[config.mk]
export PLATFORM = sky130hd
export DESIGN_NAME = midi_choke_filter_top
export DESIGN_NICKNAME = d
export VERILOG_FILES = /design/src/sv/mcf_pkg.sv /design/src/sv/mcf_decide.sv /design/src/sv/midi_choke_filter_top.sv
export SDC_FILE = /design/constraint.sdc
export NUM_CORES = 1
export LEC_CHECK = 0
export BUFFER_PORTS_ARGS = -buffer_cell sky130_fd_sc_hd__clkbuf_2
export CAP_MARGIN = 5
export CORE_ASPECT_RATIO = 1.1
export CORE_UTILIZATION = 53
export DETAILED_ROUTE_END_ITERATION = 10
export GPL_ROUTABILITY_DRIVEN = 0
export PLACE_DENSITY = 0.75
export RECOVER_POWER = 25
export SYNTH_ARGS = -nofsm -noshare
export SYNTH_HDL_FRONTEND = slang
export SYNTH_SLANG_ARGS = --single-unit
[constraint.sdc]
create_clock -name clk_i -period 3.6 [get_ports clk_i]
set_input_delay 1.08 -clock clk_i [delete_from_list [all_inputs] [get_ports clk_i]]
set_output_delay 1.08 -clock clk_i [all_outputs]
set_load 0.05 [all_outputs]
[src/sv/mcf_pkg.sv]
// mcf_pkg: shared types, codes and reset values for the midi choke filter
// no dependencies; used by mcf_decide, midi_choke_filter_top, mcf_checker and tb
package mcf_pkg;

  localparam int DefChannels = 16;

  localparam int CfgIdxW  = 3;
  localparam int CfgDataW = 8;

  localparam logic [CfgIdxW-1:0] REG_CHAN_SEL  = 3'd0;
  localparam logic [CfgIdxW-1:0] REG_TRIG_LOW  = 3'd1;
  localparam logic [CfgIdxW-1:0] REG_TRIG_HIGH = 3'd2;
  localparam logic [CfgIdxW-1:0] REG_CHOKE     = 3'd3;
  localparam logic [CfgIdxW-1:0] REG_REL_MODE  = 3'd4;

  localparam logic [4:0] RstChanSel  = 5'd0;
  localparam logic [6:0] RstTrigLow  = 7'd42;
  localparam logic [6:0] RstTrigHigh = 7'd42;
  localparam logic [6:0] RstChoke    = 7'd46;
  localparam logic [1:0] RstRelMode  = 2'd2;

  localparam logic [3:0] KIND_NOTE_ON  = 4'h9;
  localparam logic [3:0] KIND_NOTE_OFF = 4'h8;

  localparam logic [1:0] REL_ZERO    = 2'd0;
  localparam logic [1:0] REL_CHOKE   = 2'd1;

  typedef struct packed {
    logic [7:0]  status;
    logic [7:0]  data_one;
    logic [7:0]  data_two;
    logic        three;
    logic [31:0] stamp;
  } msg_t;

  typedef struct packed {
    logic [4:0] chan_sel;
    logic [6:0] trig_low;
    logic [6:0] trig_high;
    logic [6:0] choke;
    logic [1:0] rel_mode;
  } cfg_t;

  typedef struct packed {
    logic       emit_off;
    logic       emit_orig;
    logic       wr_en;
    logic [6:0] wr_vel;
    msg_t       off_msg;
  } dec_t;

endpackage

[src/sv/mcf_decide.sv]
// mcf_decide: per-message choke decision, purely combinational
// depends on mcf_pkg
module mcf_decide import mcf_pkg::*; (
  input  msg_t       msg_i,
  input  cfg_t       cfg_i,
  input  logic [6:0] stored_i,
  output dec_t       dec_o
);

  logic [3:0] ch;
  logic [3:0] kind;
  logic [6:0] key;
  logic [6:0] vel;
  logic [3:0] want;
  logic       sel_ok;
  logic       is_note;
  logic       is_on;
  logic       in_range;
  logic [6:0] rel;

  assign ch   = msg_i.status[3:0];
  assign kind = msg_i.status[7:4];
  assign key  = msg_i.data_one[6:0];
  assign vel  = msg_i.data_two[6:0];

  assign want     = (cfg_i.chan_sel > 5'd16) ? 4'd15 : 4'(cfg_i.chan_sel - 5'd1);
  assign sel_ok   = (cfg_i.chan_sel == 5'd0) || (want == ch);
  assign is_note  = msg_i.three && sel_ok && (kind == KIND_NOTE_ON || kind == KIND_NOTE_OFF);
  assign is_on    = (kind == KIND_NOTE_ON) && (vel != 7'd0);
  assign in_range = (key >= cfg_i.trig_low) && (key <= cfg_i.trig_high);

  always_comb begin
    case (cfg_i.rel_mode)
      REL_ZERO:  rel = 7'd0;
      REL_CHOKE: rel = stored_i;
      default:   rel = vel;
    endcase
  end

  always_comb begin
    dec_o.emit_off          = 1'b0;
    dec_o.emit_orig         = 1'b1;
    dec_o.wr_en             = 1'b0;
    dec_o.wr_vel            = 7'd0;
    dec_o.off_msg.status    = {KIND_NOTE_OFF, ch};
    dec_o.off_msg.data_one  = {1'b0, cfg_i.choke};
    dec_o.off_msg.data_two  = {1'b0, rel};
    dec_o.off_msg.three     = 1'b1;
    dec_o.off_msg.stamp     = msg_i.stamp;
    if (is_note) begin
      if (is_on) begin
        if (key == cfg_i.choke) begin
          dec_o.wr_en  = 1'b1;
          dec_o.wr_vel = vel;
        end else if (in_range && stored_i != 7'd0) begin
          dec_o.emit_off = 1'b1;
          dec_o.wr_en    = 1'b1;
        end
      end else if (key == cfg_i.choke) begin
        if (stored_i == 7'd0) begin
          dec_o.emit_orig = 1'b0;
        end else begin
          dec_o.wr_en = 1'b1;
        end
      end
    end
  end

endmodule

[src/sv/midi_choke_filter_top.sv]
// midi_choke_filter_top: choke filter for short midi messages
// depends on mcf_pkg and mcf_decide
//
//   channel | handshake                   | word
//   --------+-----------------------------+-------------------------------------------
//   in      | in_valid_i / in_stall_o     | status, data one, data two, three, time
//   out     | out_valid_o / out_stall_i   | status, data one, data two, three, time, last
//   cfg     | cfg_valid_i / cfg_ready_o   | register index, write data
//
// input to output passes the input register, the decision and the output register
// one message per cycle if one word each and no stall; a choke note-off adds a word
// velocity store is per-channel flops, read and updated in the decision cycle
// reset clears valids and velocity store, loads cfg reset values; cfg_ready_o is always high
// output stall holds the output register, then the input register, then in_stall_o
module midi_choke_filter_top import mcf_pkg::*; #(
  parameter int CHANNELS = DefChannels
) (
  input  logic                clk_i,
  input  logic                rst_ni,
  input  logic                in_valid_i,
  output logic                in_stall_o,
  input  logic [7:0]          status_byte_i,
  input  logic [7:0]          data_one_i,
  input  logic [7:0]          data_two_i,
  input  logic                three_bytes_i,
  input  logic [31:0]         timestamp_i,
  output logic                out_valid_o,
  input  logic                out_stall_i,
  output logic [7:0]          out_status_o,
  output logic [7:0]          out_data_one_o,
  output logic [7:0]          out_data_two_o,
  output logic                out_three_bytes_o,
  output logic [31:0]         out_time_o,
  output logic                last_result_o,
  input  logic                cfg_valid_i,
  output logic                cfg_ready_o,
  input  logic [CfgIdxW-1:0]  cfg_index_i,
  input  logic [CfgDataW-1:0] cfg_data_i
);

  localparam int IdxW = (CHANNELS > 1) ? $clog2(CHANNELS) : 1;
  localparam logic [4:0] ChanLim = 5'(CHANNELS);

  cfg_t cfg_q, cfg_d;

  logic       iv_q, iv_d;
  msg_t       in_q, in_d;
  logic       ov_q, ov_d;
  msg_t       out_q, out_d;
  logic       last_q, last_d;
  logic       pv_q, pv_d;
  msg_t       pend_q, pend_d;

  logic [6:0] vel_q [CHANNELS];

  logic            in_take;
  logic            out_pop;
  logic            out_free;
  logic            adv;
  logic            ch_ok;
  logic [IdxW-1:0] idx;
  logic [6:0]      stored;
  dec_t            dec;

  assign cfg_ready_o = 1'b1;

  always_comb begin
    cfg_d = cfg_q;
    if (cfg_valid_i) begin
      unique case (cfg_index_i)
        REG_CHAN_SEL:  cfg_d.chan_sel  = cfg_data_i[4:0];
        REG_TRIG_LOW:  cfg_d.trig_low  = cfg_data_i[6:0];
        REG_TRIG_HIGH: cfg_d.trig_high = cfg_data_i[6:0];
        REG_CHOKE:     cfg_d.choke     = cfg_data_i[6:0];
        REG_REL_MODE:  cfg_d.rel_mode  = cfg_data_i[1:0];
        default:       cfg_d = cfg_q;
      endcase
    end
  end

  assign ch_ok  = {1'b0, in_q.status[3:0]} < ChanLim;
  assign idx    = in_q.status[IdxW-1:0];
  assign stored = ch_ok ? vel_q[idx] : 7'd0;

  mcf_decide u_decide (
    .msg_i    (in_q),
    .cfg_i    (cfg_q),
    .stored_i (stored),
    .dec_o    (dec)
  );

  assign out_pop    = ov_q && !out_stall_i;
  assign out_free   = !ov_q || (out_pop && !pv_q);
  assign adv        = iv_q && out_free;
  assign in_stall_o = iv_q && !adv;
  assign in_take    = in_valid_i && !in_stall_o;

  always_comb begin
    iv_d = iv_q;
    in_d = in_q;
    if (in_take) begin
      iv_d           = 1'b1;
      in_d.status    = status_byte_i;
      in_d.data_one  = data_one_i;
      in_d.data_two  = data_two_i;
      in_d.three     = three_bytes_i;
      in_d.stamp     = timestamp_i;
    end else if (adv) begin
      iv_d = 1'b0;
    end
  end

  always_comb begin
    ov_d   = ov_q;
    out_d  = out_q;
    last_d = last_q;
    pv_d   = pv_q;
    pend_d = pend_q;
    if (out_pop) begin
      if (pv_q) begin
        out_d  = pend_q;
        last_d = 1'b1;
        pv_d   = 1'b0;
      end else begin
        ov_d = 1'b0;
      end
    end
    if (adv) begin
      if (dec.emit_off) begin
        ov_d   = 1'b1;
        out_d  = dec.off_msg;
        last_d = 1'b0;
        pv_d   = 1'b1;
        pend_d = in_q;
      end else if (dec.emit_orig) begin
        ov_d   = 1'b1;
        out_d  = in_q;
        last_d = 1'b1;
      end
    end
  end

  always_ff @(posedge clk_i or negedge rst_ni) begin
    if (!rst_ni) begin
      cfg_q.chan_sel  <= RstChanSel;
      cfg_q.trig_low  <= RstTrigLow;
      cfg_q.trig_high <= RstTrigHigh;
      cfg_q.choke     <= RstChoke;
      cfg_q.rel_mode  <= RstRelMode;
      iv_q            <= 1'b0;
      ov_q            <= 1'b0;
      pv_q            <= 1'b0;
    end else begin
      cfg_q <= cfg_d;
      iv_q  <= iv_d;
      ov_q  <= ov_d;
      pv_q  <= pv_d;
    end
  end

  always_ff @(posedge clk_i) begin
    in_q   <= in_d;
    out_q  <= out_d;
    last_q <= last_d;
    pend_q <= pend_d;
  end

  always_ff @(posedge clk_i or negedge rst_ni) begin
    if (!rst_ni) begin
      for (int i = 0; i < CHANNELS; i++) begin
        vel_q[i] <= 7'd0;
      end
    end else if (adv && dec.wr_en && ch_ok) begin
      vel_q[idx] <= dec.wr_vel;
    end
  end

  assign out_valid_o       = ov_q;
  assign out_status_o      = out_q.status;
  assign out_data_one_o    = out_q.data_one;
  assign out_data_two_o    = out_q.data_two;
  assign out_three_bytes_o = out_q.three;
  assign out_time_o        = out_q.stamp;
  assign last_result_o     = last_q;

endmodule

==> flow_summary_export.csv, run 1 <==
group,metric,value,unit
logic_synthesis,synth-edff-count,114,
final_layout,nFillCells,1863,
route,first_pass_iters,9,
route,vias_per_cell,5.553,
route,vias,7830,
logic_synthesis,syn-num-nets,1024,
worst_setup_path,cp-end-kind,"flip-flop",
power_and_ir_drop,total_leakage_power,6.867,nW
clocking,cts_buffer_depth,3,
clocking,clock-sinks,315,
logic_synthesis,synth_cells,936,
logic_synthesis,yosysTopAreaCell,"edfxtp_1",
clocking,hold_buffers,0,
sta,fmax,294.5,MHz
sta,fin_ws,204.9,ps
route,first_iter_violations,424,
logic_synthesis,ys_types,59,
power_and_ir_drop,powerDensity,562.4,nW/um^2
grt,grt_pass1_wl,42.31,mm
run_status,outcome,"complete, but fails checks",
sta,worst_pin_slew,1731,ps
clocking,cts_max_level,1,
sta,rsz0062_at_grt,"false",
logic_synthesis,ys_seq_area_share,62.14,%
grt,grt-ovfl-total,0,
grt,first_global_vias,8013,
place,hpwl,17.46,mm
final_layout,fin_nets,1161,
sta,fin_crit,3395,ps
final_layout,finalNonFillerCells,1410,
power_and_ir_drop,irDropWorstVdd,373.5,uV
logic_synthesis,synth.top_cell.area_share,26.02,%
clocking,cts_tree,"yes",
logic_synthesis,synth_warnings,0,
clocking,clk_pin_slew_worst_paths,60,ps
place,dp_worst_setup_slack,277.6,ps
worst_setup_path,critPathKind,"flip-flop to flip-flop",
floorplan,dieArea,25460,um^2
worst_setup_path,start_kind,"flip-flop",
worst_setup_path,required,4030,ps
worst_setup_path,cp_max_fo,39,
logic_synthesis,async_flop_share,45.40,%
clocking,clock_latency,550,ps
logic_synthesis,synth_area,13160,um^2
final_layout,area_growth_syn_to_layout,15.54,%
clocking,cts-root-buf,"clkbuf_16",
sta,slew_viol_final,67,
logic_synthesis,yosys-top-cells-count,"mux2_2, dfrtp_1, edfxtp_1",
floorplan,die_w,152.2,um
clocking,post-cts-setup-buffers,0,
power_and_ir_drop,p_total,8.549,mW
floorplan,ios,134,
floorplan,initial_core_util,53.93,%
grt,antenna_found_initial,3,
logic_synthesis,synth-seq-cells,315,
sta,skew,13.35,ps
logic_synthesis,post-synth-top-count-cell,"mux2_2",
logic_synthesis,synthTopCellsByArea,"edfxtp_1, dfrtp_1, mux2_2",
worst_hold_path,holdCritPathClass,"flip-flop to flip-flop",
floorplan,dieHeight,167.3,um
logic_synthesis,syn_avg_cell_area,14.06,um^2
clocking,ctsResizeCount,0,
route,wire_per_inst,18.70,um
logic_synthesis,synthFlopType,"dfrtp_1",
route,drcViolationCount,17,
floorplan,core,24400,um^2
grt,grt_max_degree,116,
floorplan,num_rows,60,
route,drtAntennaViolNets,0,
sta,tns,0,ps
flow_run,maxCapViolations,1,
clocking,cts_inserted_buffers,31,
route,drt_wl_total,26.36,mm
sta,finalSetupViolCount,0,
sta,hold_viol_final,0,
grt,grtUsageTotal,21.07,%
sta,relSlewSlack,-15.41,%
worst_setup_path,critPathArrivalTime,3820,ps
final_layout,layout-drive-gt1-share,36.28,%
place,port_buffers,131,
run_status,violations,"design-rule violations, max-capacitance violations, max-slew violations",
place,placed_cells,1350,
sta,finalCritPeriodShare,94.31,%
cell type report:
| class | instances | area, um^2 | area share (%) |
|---|---|---|---|
| inverters | 30 | 112.6 | 0.7407 |
| clock inverters | 22 | 209.0 | 1.374 |
| repair buffers | 157 | 909.6 | 5.984 |
| multi-input cells | 538 | 4608 | 30.31 |
| diodes | 3 | 7.507 | 0.04938 |
| flip-flops and latches | 315 | 8177 | 53.79 |
| clock buffers | 35 | 790.8 | 5.202 |
| well taps | 310 | 387.9 | 2.551 |
worst paths after layout:
check | slack [ps] | endpoint | cells after the start | start
setup / recovery | 200 | vel_q[73] | 9 | idx[0]
hold / removal | 440 | pend_q[1] | 0 | in_q[1]
setup reg to reg | 200 | vel_q[73] | 9 | idx[0]
hold reg to reg | 440 | pend_q[1] | 0 | in_q[1]
max in group asynchronous | 1420 | vel_q[107] | 2 | rst_ni
min in group asynchronous | 980 | vel_q[44] | 1 | rst_ni
critical path: stages, from the launching register on:
cell	delay, ps
edfxtp_1	380
buf_12	280
mux4_2	600
a22oi_1	310
nand2_1	160
nor4_2	310
nand3_1	200
nand4_2	260
or3_1	350
mux2_2	380
state kept, by name (all words and copies together) (netlist names):
| register | count |
|---|---|
| vel_q | 112 |
| pend_q | 57 |
| in_q | 53 |
| out_time_o | 32 |
| cfg_q | 28 |
| out_data_one_o | 8 |
| out_data_two_o | 8 |
| out_status_o | 8 |
| idx | 4 |
| iv_q | 1 |
| last_result_o | 1 |
| out_three_bytes_o | 1 |
| out_valid_o | 1 |
| pv_q | 1 |
cell usage in the layout (no fill, tap or decap), drive strengths merged, types with 26 or more instances in the layout:
cell type  instances
a21oi             53
buf               26
clkbuf           166
dfrtp            132
dfxtp             58
edfxtp           114
inv               31
mux2             142
mux2i             46
mux4              28
nand2             52
nor2              47
o21ai             36
layer usage:
layer | vias up | track usage [%] | share of wire, %
met1 | 3873 | 27.08 | 43
li1 | 3711 | - | -
met4 | 0 | 9.539 | 3.6
met3 | 59 | 3.261 | 4.6
met5 | - | 0 | 0
met2 | 187 | 35.50 | 49
through the flow:
| step | instance area (um^2) | util (%) | hold slack (ps) |
|---|---|---|---|
| floorplan | 13160 | - | 420.6 |
| global placement | 14200 | 58.22 | 430.2 |
| detailed placement | 14200 | 58.22 | 433.0 |
| CTS | 15200 | 62.32 | 443.6 |
| global route | 15200 | 62.31 | 452.4 |
| finish | 15200 | 62.31 | 443.1 |
kinds of logic (layout without fill, tap and decap cells):
logic type,after synthesis,after routing,share of synthesized area [%]
fa+ha+maj,15,15,1.426
flops,315,315,62.14
simple gates,168,168,6.628
compound gates,130,130,5.896
other cells,1,4,0.02850
mux,216,216,20.44
xor+xnor,8,8,0.5325
buf+inv,83,244,2.900
report_power, final:
group	leakage [nW]	switching, mW	internal [mW]
Clock	0.499	1.31	1.86
Combinational	2.89	0.874	0.376
Sequential	3.47	0.149	3.98
Total	6.87	2.33	6.22
No activity file was read; power rests on OpenSTA's default activity.
==> run 2: changes to the inputs <==
CORE_UTILIZATION = 35   (was 53)
PLACE_DENSITY = 0.51   (was 0.75)
clock period = 4.2 ns   (was 3.6 ns; I/O delays follow)
==> run 2 against run 1 <==
Effect of this change: the flow finishes with violations (max-capacitance violations, max-slew violations); non-clock buffer count is 4 higher; hold slack better by 4.2 ps; critical path type unchanged; wire length is 11% higher; largest cell class unchanged; clock power is 3% lower; sequential cell count stayed put; register-to-register slack better by 560 ps; final area is 2.8% higher; setup slack better by 560 ps; clock skew is 16 ps higher; sequential share of layout area is 1.5 points lower; largest power group unchanged.
==> flow_summary_export.csv, run 2 (same netlist as run 1, synthesis figures left out) <==
group,metric,value,unit
run_status,outcome,"complete, but fails checks",
run_status,violations,"max-capacitance violations, max-slew violations",
power_and_ir_drop,irDropWorstVdd,261.6,uV
final_layout,layout-drive-gt1-share,36.77,%
floorplan,core,37130,um^2
sta,worst_pin_slew,1790,ps
worst_setup_path,cp-end-kind,"flip-flop",
floorplan,ios,134,
floorplan,die_w,186.9,um
worst_setup_path,rr_worst_depth,9,
worst_setup_path,r2r_slack,770,ps
final_layout,antennaDiodeCount,0,
clocking,cts_inserted_buffers,35,
worst_setup_path,cp_max_fo,39,
grt,grt-ovfl-total,0,
floorplan,initial_core_util,35.44,%
clocking,clk_pin_slew_worst_paths,60,ps
worst_setup_path,required,4590,ps
worst_setup_path,critPathBufInv,1,
final_layout,layout_common_cells,"mux2_2, dfrtp_1, clkbuf_2, edfxtp_1, dfxtp_1",
worst_hold_path,worstHoldStart,"in_q[21]",
sta,slew_viol_final,66,
grt,grt_pass1_wl,46.34,mm
power_and_ir_drop,seqPwrFrac,46.1,%
clocking,clock-sinks,315,
sta,hold_ws,447.3,ps
route,drtAntennaViolNets,0,
sta,finalCritPeriodShare,81.71,%
final_layout,final_common_cell,"mux2_2",
clocking,clock_latency,530,ps
power_and_ir_drop,combPwrFrac,14.1,%
final_layout,nFillCells,3452,
floorplan,dieArea,38370,um^2
power_and_ir_drop,p_switching,2.109,mW
route,wire_per_inst,18.35,um
final_layout,top_register,"vel_q",
route,first_pass_iters,4,
flow_run,maxCapViolations,1,
route,vias,7752,
clocking,cts_buffer_depth,3,
power_and_ir_drop,total_leakage_power,6.963,nW
sta,fin_crit,3432,ps
worst_hold_path,hold-path-endpoint,"pend_q[21]",
worst_setup_path,r2r-start,"idx[0]",
clocking,hold_buffers,0,
place,port_buffers,131,
final_layout,utilization,42.09,%
power_and_ir_drop,powerDensity,491.8,nW/um^2
worst_hold_path,holdCritPathClass,"flip-flop to flip-flop",
power_and_ir_drop,swShare,27.43,%
worst_setup_path,max_stage_delay,580,ps
worst_setup_path,slowest_stage,"mux4_2",
clocking,cts_max_level,2,
grt,grtUsageTotal,15.66,%
worst_setup_path,critPathKind,"flip-flop to flip-flop",
sta,finalSetupViolCount,0,
grt,antenna_found_initial,0,
route,vias_per_cell,4.842,
clocking,ctsResizeCount,0,
route,drt_wl_total,29.38,mm
worst_setup_path,critPathArrivalTime,3820,ps
power_and_ir_drop,clockPowerShare,39.9,%
clocking,cts_tree,"yes",
final_layout,area_growth_syn_to_layout,18.77,%
worst_setup_path,start_kind,"flip-flop",
clocking,post-cts-setup-buffers,0,
route,drcViolationCount,0,
power_and_ir_drop,internal-power,5.578,mW
place,hpwl,18.83,mm
final_layout,top_regs,"vel_q x112, pend_q x57, in_q x53",
final_layout,fin_nets,1169,
grt,grt_max_degree,79,
grt,first_global_vias,7877,
sta,rsz0062_at_grt,"false",
route,first_iter_violations,295,
worst_setup_path,crit_family,"simple AND/OR/NAND/NOR gates",
final_layout,largest_reg_flops,112,
sta,fmax,291.4,MHz
floorplan,num_rows,74,
sta,tns,0,ps
worst_setup_path,worstPathCellList,"buf_12, mux4_2, a22oi_1, nand2_1, nor4_2, nand3_1, nand4_2, or3_1, mux2_2",
clocking,cts-root-buf,"clkbuf_16",
sta,skew,29.43,ps
floorplan,dieHeight,205.4,um
power_and_ir_drop,p_total,7.686,mW
sta,relSlewSlack,-19.35,%
sta,hold_viol_final,0,
worst_hold_path,min_delay_path_depth,0,
worst_setup_path,regToRegEndpoint,"vel_q[70]",
run 2: cell count changes in the layout (fill, tap and decap cells not counted), sizes merged:
cell	before	now
buf	26	30
bufinv	4	2
clkbuf	166	181
clkinv	17	11
diode	3	0
inv	31	30
run 2: layout make-up:
type                    count  area (um^2)  area share [%]
clock inverters            13        127.6          0.8167
inverters                  30        112.6          0.7206
clock buffers              50         1033           6.613
multi-input cells         538         4608           29.49
repair buffers            161        950.9           6.085
flip-flops and latches    315         8177           52.32
well taps                 494        618.1           3.955
run 2: power by group through the flow:
| stage | sequential (mW) | combinational, mW | clock [mW] |
|---|---|---|---|
| 6_report | 3.54 | 1.08 | 3.06 |
| 5_1_grt | 3.57 | 1.18 | 3.28 |
| 4_1_cts | 3.54 | 1.10 | 3.17 |
| 3_5_place_dp | 3.60 | 1.09 | 0 |
| 3_3_place_gp | 3.60 | 1.08 | 0 |
| 2_1_floorplan | 3.94 | 0.423 | 0 |
run 2: how the worst max path moves through the flow:
stage            endpoint        start  cells after the start
5_1_grt         vel_q[76]       idx[0]                      9
3_3_place_gp   vel_q[107]  out_stall_i                      7
6_report        vel_q[70]       idx[0]                      9
2_1_floorplan   pend_q[0]    cfg_q[23]                      9
3_5_place_dp    vel_q[81]  out_stall_i                      7
4_1_cts         vel_q[70]       idx[0]                      9
run 2: through the flow:
| step | worst slack [ps] | cells | instance area (um^2) |
|---|---|---|---|
| finish | 768.3 | 1601 | 15630 |
| global route | 507.4 | 1601 | 15630 |
| CTS | 700.3 | 1601 | 15640 |
| detailed placement | 680.3 | 1538 | 14480 |
| global placement | 707.3 | 1538 | 14480 |
| floorplan | 506.5 | 936 | 13160 |
run 2: per-layer routing:
metal  part of all wire (%)  GRT usage, %
met5                      0             0
met3                    3.9         2.882
met2                     48         25.76
met4                    2.0         4.655
met1                     47         21.07
